--- config.mk ---
export PLATFORM = sky130hd
export DESIGN_NAME = expiry_priority_lru_cache_unit
export DESIGN_NICKNAME = d
export VERILOG_FILES = /design/src/rtl/eplc_pkg.sv /design/src/rtl/expiry_priority_lru_cache_unit.sv /design/src/rtl/eplc_ctrl.sv /design/src/rtl/eplc_dp.sv
export SDC_FILE = /design/constraint.sdc
export NUM_CORES = 2
export LEC_CHECK = 0
export BUFFER_PORTS_ARGS = -buffer_cell sky130_fd_sc_hd__buf_4
export CORE_MARGIN = 5
export CORE_UTILIZATION = 50
export DETAILED_ROUTE_END_ITERATION = 10
export PLACE_DENSITY = 0.66
export SYNTH_ARGS = -nofsm -noshare
export SYNTH_HDL_FRONTEND = slang
export SYNTH_SLANG_ARGS = --single-unit
--- constraint.sdc ---
create_clock -name clk_i -period 9.9 [get_ports clk_i]
set_clock_uncertainty 0.05 [all_clocks]
set_input_delay 0.495 -clock clk_i [delete_from_list [all_inputs] [get_ports clk_i]]
set_output_delay 0.495 -clock clk_i [all_outputs]
set_load 0.01 [all_outputs]
--- src/rtl/eplc_pkg.sv ---
// ----------------------------------------------------------------------------
// eplc_pkg
// shared types, constants and controller/datapath command types for the cache
// ----------------------------------------------------------------------------
package eplc_pkg;

  localparam int unsigned CapacityDefault = 16;
  localparam int unsigned CfgWidth        = 5;
  localparam logic [CfgWidth-1:0] CfgReset = 5'd16;

  typedef enum logic {
    OP_GET = 1'b0,
    OP_SET = 1'b1
  } op_e;

  typedef struct packed {
    logic        op;
    logic [31:0] key_tag;
    logic [31:0] new_value;
    logic [31:0] new_priority;
    logic [31:0] new_expiry;
  } req_t;

  typedef struct packed {
    logic        hit;
    logic [31:0] read_value;
    logic        evicted;
    logic [31:0] evicted_key;
  } rsp_t;

  typedef enum logic [3:0] {
    ST_IDLE,
    ST_FIND,
    ST_HIT,
    ST_VSCAN,
    ST_DROP,
    ST_ALLOC,
    ST_INSERT,
    ST_TOUCH,
    ST_DONE
  } state_e;

  typedef struct packed {
    logic load_req;
    logic scan_start;
    logic scan_step;
    logic do_hit;
    logic do_drop;
    logic do_insert;
    logic do_touch;
    logic load_rsp;
  } cmd_t;

  typedef struct packed {
    logic scan_last;
    logic found;
    logic is_set;
    logic full;
    logic victim_ok;
    logic free_ok;
  } sts_t;

endpackage

--- src/rtl/expiry_priority_lru_cache_unit.sv ---
// ----------------------------------------------------------------------------
// expiry_priority_lru_cache_unit
// key/value cache with expiry, priority and lru eviction
// ----------------------------------------------------------------------------
// channel | dir | handshake         | payload
// in      | in  | in_valid/in_ready | eplc_pkg::req_t
// out     | out | out_valid/ready   | eplc_pkg::rsp_t
// cfg     | in  | cfg_valid/ready   | capacity_in_use, 5 bits
//
// every request runs a lookup scan; a set miss adds a free-slot scan, preceded by a
// victim scan and drop when full (sequential slot scans of the entry store)
// reset clears all valid bits and occupancy, limit resets to 16
// a result waits in the output register; a stalled output holds the sequencer
// ----------------------------------------------------------------------------
module expiry_priority_lru_cache_unit #(
  parameter int unsigned Capacity = eplc_pkg::CapacityDefault
) (
  input  logic                          clk_i,
  input  logic                          rst_ni,
  input  logic                          in_valid_i,
  output logic                          in_ready_o,
  input  eplc_pkg::req_t                in_data_i,
  output logic                          out_valid_o,
  input  logic                          out_ready_i,
  output eplc_pkg::rsp_t                out_data_o,
  input  logic                          cfg_valid_i,
  output logic                          cfg_ready_o,
  input  logic [eplc_pkg::CfgWidth-1:0] cfg_data_i
);
  import eplc_pkg::*;

  cmd_t cmd;
  sts_t sts;
  logic idle;
  logic out_valid_q;
  logic [CfgWidth-1:0] limit_q;
  logic in_fire;

  // accept a new transaction only while the sequencer is idle
  assign in_ready_o  = idle;
  assign in_fire     = in_valid_i && in_ready_o;
  assign cfg_ready_o = 1'b1;
  assign out_valid_o = out_valid_q;

  always_ff @(posedge clk_i or negedge rst_ni) begin
    if (!rst_ni) begin
      limit_q     <= CfgReset;
      out_valid_q <= 1'b0;
    end else begin
      if (cfg_valid_i) limit_q <= cfg_data_i;
      if (cmd.load_rsp) out_valid_q <= 1'b1;
      else if (out_ready_i) out_valid_q <= 1'b0;
    end
  end

  eplc_ctrl u_ctrl (
    .clk_i      (clk_i),
    .rst_ni     (rst_ni),
    .in_fire_i  (in_fire),
    .out_busy_i (out_valid_q && !out_ready_i),
    .sts_i      (sts),
    .cmd_o      (cmd),
    .idle_o     (idle)
  );

  eplc_dp #(.Capacity(Capacity)) u_dp (
    .clk_i       (clk_i),
    .rst_ni      (rst_ni),
    .req_i       (in_data_i),
    .limit_cfg_i (limit_q),
    .cmd_i       (cmd),
    .sts_o       (sts),
    .rsp_o       (out_data_o)
  );

endmodule

--- src/rtl/eplc_ctrl.sv ---
// ----------------------------------------------------------------------------
// eplc_ctrl
// sequencer for lookup, victim scan, eviction and insert
// ----------------------------------------------------------------------------
module eplc_ctrl (
  input  logic            clk_i,
  input  logic            rst_ni,
  input  logic            in_fire_i,
  input  logic            out_busy_i,
  input  eplc_pkg::sts_t  sts_i,
  output eplc_pkg::cmd_t  cmd_o,
  output logic            idle_o
);
  import eplc_pkg::*;

  state_e state_q, state_d;

  always_ff @(posedge clk_i or negedge rst_ni) begin
    if (!rst_ni) begin
      state_q <= ST_IDLE;
    end else begin
      state_q <= state_d;
    end
  end

  always_comb begin
    state_d = state_q;
    case (state_q)
      ST_IDLE:   if (in_fire_i) state_d = ST_FIND;
      ST_FIND: begin
        if (sts_i.found) state_d = ST_HIT;
        else if (sts_i.scan_last) begin
          if (!sts_i.is_set) state_d = ST_DONE;
          else if (sts_i.full) state_d = ST_VSCAN;
          else state_d = ST_ALLOC;
        end
      end
      ST_HIT:    state_d = ST_TOUCH;
      ST_TOUCH:  state_d = ST_DONE;
      ST_VSCAN:  if (sts_i.scan_last) state_d = ST_DROP;
      ST_DROP:   state_d = ST_ALLOC;
      ST_ALLOC:  if (sts_i.scan_last) state_d = ST_INSERT;
      ST_INSERT: state_d = ST_DONE;
      ST_DONE:   if (!out_busy_i) state_d = ST_IDLE;
      default:   state_d = ST_IDLE;
    endcase
  end

  always_comb begin
    cmd_o = '0;
    case (state_q)
      ST_IDLE: begin
        cmd_o.load_req   = in_fire_i;
        cmd_o.scan_start = in_fire_i;
      end
      ST_FIND: begin
        cmd_o.scan_step  = !sts_i.found;
        cmd_o.scan_start = sts_i.scan_last && !sts_i.found;
      end
      ST_HIT:    cmd_o.do_hit = 1'b1;
      ST_TOUCH:  cmd_o.do_touch = 1'b1;
      ST_VSCAN:  cmd_o.scan_step = 1'b1;
      ST_DROP: begin
        cmd_o.do_drop    = 1'b1;
        cmd_o.scan_start = 1'b1;
      end
      ST_ALLOC:  cmd_o.scan_step = 1'b1;
      ST_INSERT: cmd_o.do_insert = 1'b1;
      ST_DONE:   cmd_o.load_rsp = !out_busy_i;
      default:   cmd_o = '0;
    endcase
  end

  assign idle_o = (state_q == ST_IDLE);

endmodule

--- src/rtl/eplc_dp.sv ---
// ----------------------------------------------------------------------------
// eplc_dp
// entry storage, one-slot-per-cycle scan unit and recency update
// ----------------------------------------------------------------------------
module eplc_dp #(
  parameter int unsigned Capacity = eplc_pkg::CapacityDefault
) (
  input  logic                             clk_i,
  input  logic                             rst_ni,
  input  eplc_pkg::req_t                   req_i,
  input  logic [eplc_pkg::CfgWidth-1:0]    limit_cfg_i,
  input  eplc_pkg::cmd_t                   cmd_i,
  output eplc_pkg::sts_t                   sts_o,
  output eplc_pkg::rsp_t                   rsp_o
);
  import eplc_pkg::*;

  localparam int unsigned IdxW = (Capacity > 1) ? $clog2(Capacity) : 1;
  localparam int unsigned CntW = $clog2(Capacity + 1);
  localparam int unsigned LimW = (CntW > CfgWidth) ? CntW : CfgWidth;

  logic             valid_q [Capacity];
  logic [31:0]      key_q   [Capacity];
  logic [31:0]      val_q   [Capacity];
  logic [31:0]      pri_q   [Capacity];
  logic [31:0]      exp_q   [Capacity];
  logic [IdxW-1:0]  rec_q   [Capacity];
  logic [CntW-1:0]  count_q;

  req_t             req_q;
  rsp_t             rsp_q;
  logic [IdxW-1:0]  idx_q;
  logic [IdxW-1:0]  slot_q;
  logic             slot_ok_q;
  logic [IdxW-1:0]  old_rec_q;
  logic             hit_q, ev_q;
  logic [31:0]      evk_q, rdv_q;

  // effective limit: zero acts as one, clamp to capacity
  logic [LimW-1:0] lim;
  always_comb begin
    lim = LimW'(limit_cfg_i);
    if (lim == '0) lim = LimW'(1);
    if (lim > LimW'(Capacity)) lim = LimW'(Capacity);
  end

  logic cur_v;
  logic better;
  assign cur_v = valid_q[idx_q];

  // expiry, then priority, then least recent
  always_comb begin
    better = 1'b0;
    if (!slot_ok_q) better = 1'b1;
    else if ($signed(exp_q[idx_q]) < $signed(exp_q[slot_q])) better = 1'b1;
    else if (exp_q[idx_q] == exp_q[slot_q]) begin
      if ($signed(pri_q[idx_q]) < $signed(pri_q[slot_q])) better = 1'b1;
      else if (pri_q[idx_q] == pri_q[slot_q] && rec_q[idx_q] < rec_q[slot_q])
        better = 1'b1;
    end
  end

  assign sts_o.scan_last = (idx_q == IdxW'(Capacity - 1));
  assign sts_o.found     = cur_v && (key_q[idx_q] == req_q.key_tag);
  assign sts_o.is_set    = req_q.op;
  assign sts_o.full      = (LimW'(count_q) >= lim);
  assign sts_o.victim_ok = slot_ok_q;
  assign sts_o.free_ok   = slot_ok_q;
  assign rsp_o           = rsp_q;

  always_ff @(posedge clk_i or negedge rst_ni) begin
    if (!rst_ni) begin
      for (int i = 0; i < Capacity; i++) valid_q[i] <= 1'b0;
      count_q <= '0;
    end else begin
      if (cmd_i.do_drop && slot_ok_q) begin
        valid_q[slot_q] <= 1'b0;
        count_q <= count_q - CntW'(1);
      end
      if (cmd_i.do_insert && slot_ok_q && (LimW'(count_q) < lim)) begin
        valid_q[slot_q] <= 1'b1;
        count_q <= count_q + CntW'(1);
      end
    end
  end

  always_ff @(posedge clk_i) begin
    if (cmd_i.load_req) begin
      req_q <= req_i;
      hit_q <= 1'b0;
      ev_q  <= 1'b0;
      evk_q <= '0;
      rdv_q <= (req_i.op == OP_GET) ? 32'hFFFF_FFFF : 32'h0;
    end
    if (cmd_i.scan_start) begin
      idx_q     <= '0;
      slot_ok_q <= 1'b0;
    end else if (cmd_i.scan_step) begin
      idx_q <= idx_q + IdxW'(1);
      // victim scan while full, first free slot otherwise
      if (req_q.op && hit_q == 1'b0) begin
        if (sts_o.full) begin
          if (cur_v && better) begin
            slot_q <= idx_q;
            slot_ok_q <= 1'b1;
          end
        end else if (!cur_v && !slot_ok_q) begin
          slot_q <= idx_q;
          slot_ok_q <= 1'b1;
        end
      end
    end
    // the lookup scan stopped on the matching slot
    if (cmd_i.do_hit) begin
      hit_q     <= 1'b1;
      slot_q    <= idx_q;
      old_rec_q <= rec_q[idx_q];
      if (req_q.op == OP_GET) rdv_q <= val_q[idx_q];
      else begin
        val_q[idx_q] <= req_q.new_value;
        pri_q[idx_q] <= req_q.new_priority;
        exp_q[idx_q] <= req_q.new_expiry;
      end
    end
    if (cmd_i.do_touch) begin
      for (int i = 0; i < Capacity; i++)
        if (valid_q[i] && rec_q[i] > old_rec_q) rec_q[i] <= rec_q[i] - IdxW'(1);
      rec_q[slot_q] <= IdxW'(count_q - CntW'(1));
    end
    if (cmd_i.do_drop && slot_ok_q) begin
      ev_q  <= 1'b1;
      evk_q <= key_q[slot_q];
      for (int i = 0; i < Capacity; i++)
        if (valid_q[i] && rec_q[i] > rec_q[slot_q]) rec_q[i] <= rec_q[i] - IdxW'(1);
    end
    if (cmd_i.do_insert && slot_ok_q && (LimW'(count_q) < lim)) begin
      key_q[slot_q] <= req_q.key_tag;
      val_q[slot_q] <= req_q.new_value;
      pri_q[slot_q] <= req_q.new_priority;
      exp_q[slot_q] <= req_q.new_expiry;
      rec_q[slot_q] <= IdxW'(count_q);
    end
    if (cmd_i.load_rsp) begin
      rsp_q.hit         <= hit_q;
      rsp_q.read_value  <= rdv_q;
      rsp_q.evicted     <= ev_q;
      rsp_q.evicted_key <= evk_q;
    end
  end

endmodule
Word level (Yosys, flattened, before mapping)

Memory sizes are Yosys's and may differ from the RTL's. A register that Yosys moved wholly into a read port is not among the register bits.
Index checks and enable logic that the tools add are counted.

$add $sub $neg: 19
Magnitude comparators: 41
Equality and inequality tests: 20
Mux-type cells: 194
Bitwise operators: 23
Reductions and logical operators: 66

Operators with widths:

| cell                                                                   | count |
|---|---|
| 32-bit two-way mux                                                     | 9 |
| 4-bit two-way mux                                                      | 48 |
| 4-bit > comparator                                                     | 32 |
| 1-bit two-way mux                                                      | 125 |
| 32-bit equality test                                                   | 3 |
| 32-bit OR reduction                                                    | 3 |
| 32-bit < comparator                                                    | 2 |
| 4-bit by 1-bit subtractor with 4-bit output (second input constant)    | 16 |
| 1-bit logical AND                                                      | 44 |
| 16-bit two-way mux                                                     | 2 |
| 4-bit case mux with 8 select lines                                     | 1 |
| 5-bit two-way mux                                                      | 4 |
| 1-bit bitwise OR                                                       | 17 |
| 16-bit AND                                                             | 1 |
| 4-bit by 3-bit equality test with 1-bit output (second input constant) | 4 |
| 16-bit inverter                                                        | 1 |
| 16-bit bitwise OR                                                      | 1 |
| 2-bit nonzero test                                                     | 6 |
| 5-bit >= comparator (second input constant)                            | 2 |
| 4-bit inverter with 5-bit output                                       | 2 |
| 5-bit AND reduction                                                    | 2 |
| 4-bit by 2-bit equality test with 1-bit output (second input constant) | 2 |
| 4-bit equality test (second input constant)                            | 2 |
| 2-bit by 1-bit != test with 1-bit output (second input constant)       | 4 |
| 24 further kinds                                                       | 30 |

Register bits after elaboration: 305
Bits in writable memories: 2112
Input bits: 139
Logic and storage cells: 405
Memories kept: 5

Memories:

| memory     | words | width | read ports | clocked after Yosys merged registers in | wr ports | line          | RTL |
|---|---|---|---|---|---|---|---|
| u_dp.exp_q | 16    | 32    | 2          | 2                                       | 1        | eplc_dp.sv:26 | `logic [31:0] exp_q [Capacity];` |
| u_dp.key_q | 16    | 32    | 2          | 2                                       | 1        | eplc_dp.sv:23 | `logic [31:0] key_q [Capacity];` |
| u_dp.pri_q | 16    | 32    | 2          | 2                                       | 1        | eplc_dp.sv:25 | `logic [31:0] pri_q [Capacity];` |
| u_dp.val_q | 16    | 32    | 1          | 1                                       | 1        | eplc_dp.sv:24 | `logic [31:0] val_q [Capacity];` |
| u_dp.rec_q | 16    | 4     | 18         | 2                                       | 17       | eplc_dp.sv:27 | `logic [IdxW-1:0] rec_q [Capacity];` |

Depth between registers and ports, before layout

Depth after elaboration: 15
Depth in mapped cells: 23
Gate-level depth less buffers: 15

Hierarchy

A second synthesis with hierarchy kept.

Cell total of the unflattened synthesis: 5200
Area, all modules: 108561.6 um2

By module, submodules not included:

| module                         | instances | cells an instance | area each (um2) | sequential area each (um2) |
|---|---|---|---|---|
| eplc_dp                        | 1         | 5138              | 107956.0        | 71944.0 |
| eplc_ctrl                      | 1         | 46                | 367.9           | 100.1 |
| expiry_priority_lru_cache_unit | 1         | 16                | 237.7           | 151.4 |

Worst setup path before layout

No wires, ideal clock.

Path type: register -> register
From: register limit_q[4]
To: memory u_dp.exp_q[0][0], enable pin
Setup time: 552 ps
Data arrival time: 6072 ps
Data required time: 9298 ps
Path slack: 3226 ps
Stages on the path, launching flop included: 13
Period minus slack after synthesis: 6674 ps
Cells stage by stage: dfstp_2 > inv_1 > nand2_1 > ha_1 > a21o_1 > a21oi_1 > o2111a_1 > inv_1 > clkbuf_1 > clkbuf_1 > o22ai_1 > nand2_1 > nor2_1

Cells in the longest elaborated chain, start to end: 10
Elaborated cells on any way between the ends: 11

Ends and longest elaborated chain:

| item                                                                           | line                                 | RTL |
|---|---|---|
| start: declaration                                                             | expiry_priority_lru_cache_unit.sv:36 | `logic [CfgWidth-1:0] limit_q;` |
| start signal: assignment                                                       | expiry_priority_lru_cache_unit.sv:47 | `limit_q <= CfgReset;` |
| start signal: assignment                                                       | expiry_priority_lru_cache_unit.sv:50 | `if (cfg_valid_i) limit_q <= cfg_data_i;` |
| 5-bit logical NOT                                                              | eplc_dp.sv:43                        | `if (lim == '0) lim = LimW'(1);` |
| 5-bit two-way mux (*)                                                          | eplc_dp.sv:43                        |  |
| 5-bit > comparator                                                             | eplc_dp.sv:44                        | `if (lim > LimW'(Capacity)) lim = LimW'(Capacity);` |
| 5-bit two-way mux (*)                                                          | eplc_dp.sv:44                        |  |
| 5-bit < comparator (*)                                                         | eplc_dp.sv:136                       | `if (cmd_i.do_insert && slot_ok_q && (LimW'(count_q) < lim)) begin` |
| 1-bit logical AND (*)                                                          | eplc_dp.sv:136                       |  |
| 1-bit two-way mux (*)                                                          | eplc_dp.sv:136                       |  |
| 1-bit two-way mux (implied by the code) (*)                                    | eplc_dp.sv:140                       | `exp_q[slot_q] <= req_q.new_expiry;` |
| 32-bit OR reduction (no source line)                                           | n/a                                  |  |
| 4-bit two-way mux (no source line) / 1-bit two-way mux (equally long branches) | n/a                                  |  |
| end: declaration                                                               | eplc_dp.sv:26                        |  |

Mark *: on every way between the ends. The rest lies on a longest branch, timed or not.

==> metrics.md <==
| Metric | Value |
|---|---|
| Run status | completed |
| Post-synthesis sequential area ratio | 66.3% |
| DRC | 0 |
| Wirelength per Cell | 32.3 microns |
| Setup TNS Final | 0 ns |
| Clock latency reported for the late side of the worst-skew pair | 0.92 ns |
| Final HPWL DP | 154,000 microns |
| Final hold violations | 0 |
| Average footprint of a synthesized cell | 20.3 sq um |
| Achievable Freq | 0.162 GHz |
| Worst R2R Setup Slack | 3.72 ns |
| Met1 Resource Use GR | 35.7% |
| Launching element type of the critical path | flip-flop |
| Number of DRC violations after detailed-routing iteration 0 | 6,796 |
| Worst EP required | 10.62 ns |
| Buffers & Inverters on Critical Path | 2 |
| Cell area after technology mapping | 0.109 sq mm |
| Commonest cells in the synthesized netlist | 2,347 x sky130_fd_sc_hd__edfxtp_1, 1,079 x sky130_fd_sc_hd__mux4_2, 221 x sky130_fd_sc_hd__ha_1 |
| Wire length of the first global-routing pass | 418,000 microns |
| Starting density of the core | 50.2% |
| Filler cells | 15,900 |
| Power density over the cells | 273 mW/mm^2 |
| Post-CTS Hold Buffers | 137 |
| Synth Warn # | 0 |
| Slowest library cell on the worst path | sky130_fd_sc_hd__dfxtp_4 |
| Leading area contributor after synthesis | sky130_fd_sc_hd__edfxtp_1 |
| Net count after synthesis | 5,732 |
| Resized cells post-CTS | 0 |
| Hold Slack | 0.125 ns |
| Die width | 477 microns |
| Number of primary I/O pins | 208 |
| Finish-stage setup viols | 0 |
| Max clock buf depth | 4 |
| Number of buffers created by CTS | 275 |
| Initial antenna violation count | 12 |
| Fraction of post-synthesis cell area in the top cell type by area | 64.7% |
| Standard cell core area | 0.217 sq mm |
| Worst Max-Slew Pin Slew | 1.29 ns |
| Pins Over Slew Limit | 0 |
| Most Crowded Layer GR | met2 |
| Via count of the first global-routing pass | 60,100 |
| Worst R2R Path Depth | 13 |
| Setup repair after global routing missed its margin | false |
| Cell at the root of the clock tree | sky130_fd_sc_hd__clkbuf_16 |
| Placer's final routability congestion estimate | 0.824 |
| IR Drop Worst-Case VDD | 0.000321 V |
| Global route overflow | 0 |
| Kind of cell with the highest combined delay on the critical path | compound AO/OA/AOI/OAI gates |
| Row count | 171 |
| Highest cell delay on the worst timing path | 0.76 ns |
| Global router's overall resource usage | 25.0% |
| Cell-by-cell listing of the critical path | buf_12 -> buf_12 -> mux4_2 -> mux4_2 -> ha_1 -> nand4_1 -> nor3_1 -> nand3_1 -> a2111oi_0 -> nor4b_1 -> o31a_1 -> a31o_4 -> mux2_4 |
| Count of antenna-violating nets left after detailed routing | 0 |
| Critical Path Sink Type | flip-flop |
| Share of cells above drive strength 1 | 31.1% |
| Dominant synthesized flop cell | sky130_fd_sc_hd__edfxtp_1 |
| Tightest slew margin relative to the limit | 14.1% |
| Cell types occupying the most area after synthesis | sky130_fd_sc_hd__edfxtp_1 65%, sky130_fd_sc_hd__mux4_2 22%, sky130_fd_sc_hd__ha_1 2.5% |
| Deepest level of the CTS H-tree | 5 |
| TritonCTS clock tree | yes |
| Most frequently used cell type in the post-synthesis netlist | sky130_fd_sc_hd__edfxtp_1 |
| Clock Pin Slew Worst Setup and Hold Paths | 0.06 ns |
| Met2 demand-to-capacity share in global routing | 40.4% |
| Minimum clock period after layout | 6.18 ns |
| Class of the most critical setup path | reg2reg |
| Setup fix buffers added after clock tree synthesis | 0 |
| Nets | 6,145 |
| Distinct cell type count of the synthesized netlist | 82 |
| Routed WL | 285,000 microns |
| CP Max Fanout | 79 |
| DIE AREA | 0.227 sq mm |
| Sink count of the clock tree | 2,425 |
| Synth async-reset ratio | 1.28% |
| Total number of vias | 58,100 |
| Leakage Power | 40.3 nW |
| Maximum number of pins on one net before global-route repair | 124 |
| Count of maximum capacitance violations | 0 |
| Data arrival time of the critical path | 6.91 ns |
| Area added between synthesis and finish | 13.6% |
| Die Height | 477 microns |
| Post-synthesis register bit count | 2,425 |
| Number of port buffers | 206 |
| Drt via density | 6.58 |
| Number of enable-type register cells in the synthesized netlist | 2,347 |
| DR pass1 iterations | 5 |
| Path type of the worst min-delay path | in2async |
| Met3 usage | 4.17% |
| Synth Instances | 5,372 |
| Period utilisation layout | 62.5% |
cells in the final DEF (no fill, tap or decap), drive strengths merged, types with 34 or more instances in the layout:
cell type / count
mux2i: 118
nand2: 135
edfxtp: 2347
inv: 131
dlygate4sd3: 137
nor2b: 52
ha: 221
nand2b: 39
clkbuf: 341
mux4: 1086
nand4: 34
a21oi: 132
and2: 40
dfxtp: 47
xor2: 51
o21ai: 134
nor2: 123
buf: 317
clkinv: 96
registers in the layout (all words and copies together), names as in the netlist, 32 cells and up, named ones only:
name	cells
u_dp.exp_q	512
u_dp.key_q	512
u_dp.pri_q	512
u_dp.val_q	512
u_dp.req_q	128
u_dp.rsp_o	66
u_dp.rec_q	64
u_dp.evk_q	32
u_dp.rdv_q	32
worst max-delay path by stage:
stage	endpoint	slack, ns	cells after the start
after floorplan	u_dp.exp_q[0][0]	3.23	12
after global placement	flip-flop	3.80	13
after detailed placement	flip-flop	3.69	14
after CTS	flip-flop	3.68	14
after global routing	flip-flop	3.27	14
final	flip-flop	3.72	13
power breakdown:
group | internal, W | switching, W | total, W
registers | 0.0116 | 0.000659 | 0.0122
clock network | 0.00562 | 0.00394 | 0.00956
logic | 0.00590 | 0.00607 | 0.0120
through the flow:
stage	std cells	total power (W)	setup WS, ns	util (%)	cell area (sq um)
2_1_floorplan	5372	0.0209	3.23	-	109000
3_3_place_gp	8224	0.0244	3.80	52.6	114000
3_5_place_dp	8224	0.0245	3.69	52.6	114000
4_1_cts	8828	0.0341	3.68	57.0	124000
5_1_grt	8830	0.0353	3.27	57.0	124000
6_report	8830	0.0338	3.72	57.0	124000
logic make-up (layout without fill, tap and decap cells):
kind of cell / after synthesis / count (layout) / share of synthesized area (%)
flops: 2425 / 2425 / 66.3
mux: 1233 / 1233 / 23.9
simple gates: 507 / 507 / 2.31
compound gates: 472 / 472 / 2.75
buf+inv: 444 / 1047 / 1.71
fa+ha+maj: 221 / 221 / 2.54
xor+xnor: 69 / 69 / 0.555
other cells: 1 / 2 / 0.00344
layer usage:
metal | up-vias | routed length [microns]
met5 | - | 48
met4 | 8 | 8400
met3 | 513 | 22100
met2 | 2635 | 139000
met1 | 31200 | 116000
li1 | 23800 | -
layout make-up:
type	instances	area (sq um)	area share [%]
Timing Repair Buffer	454	3950	3.19
Tap cell	2854	3570	2.89
Sequential cell	2425	72200	58.4
Clock buffer	341	7300	5.90
Inverter	126	488	0.394
Clock inverter	126	1030	0.835
Multi-Input combinational cell	2503	35200	28.4
Antenna cell	1	2.50	0.00202
(Power assumes the default switching activity.)
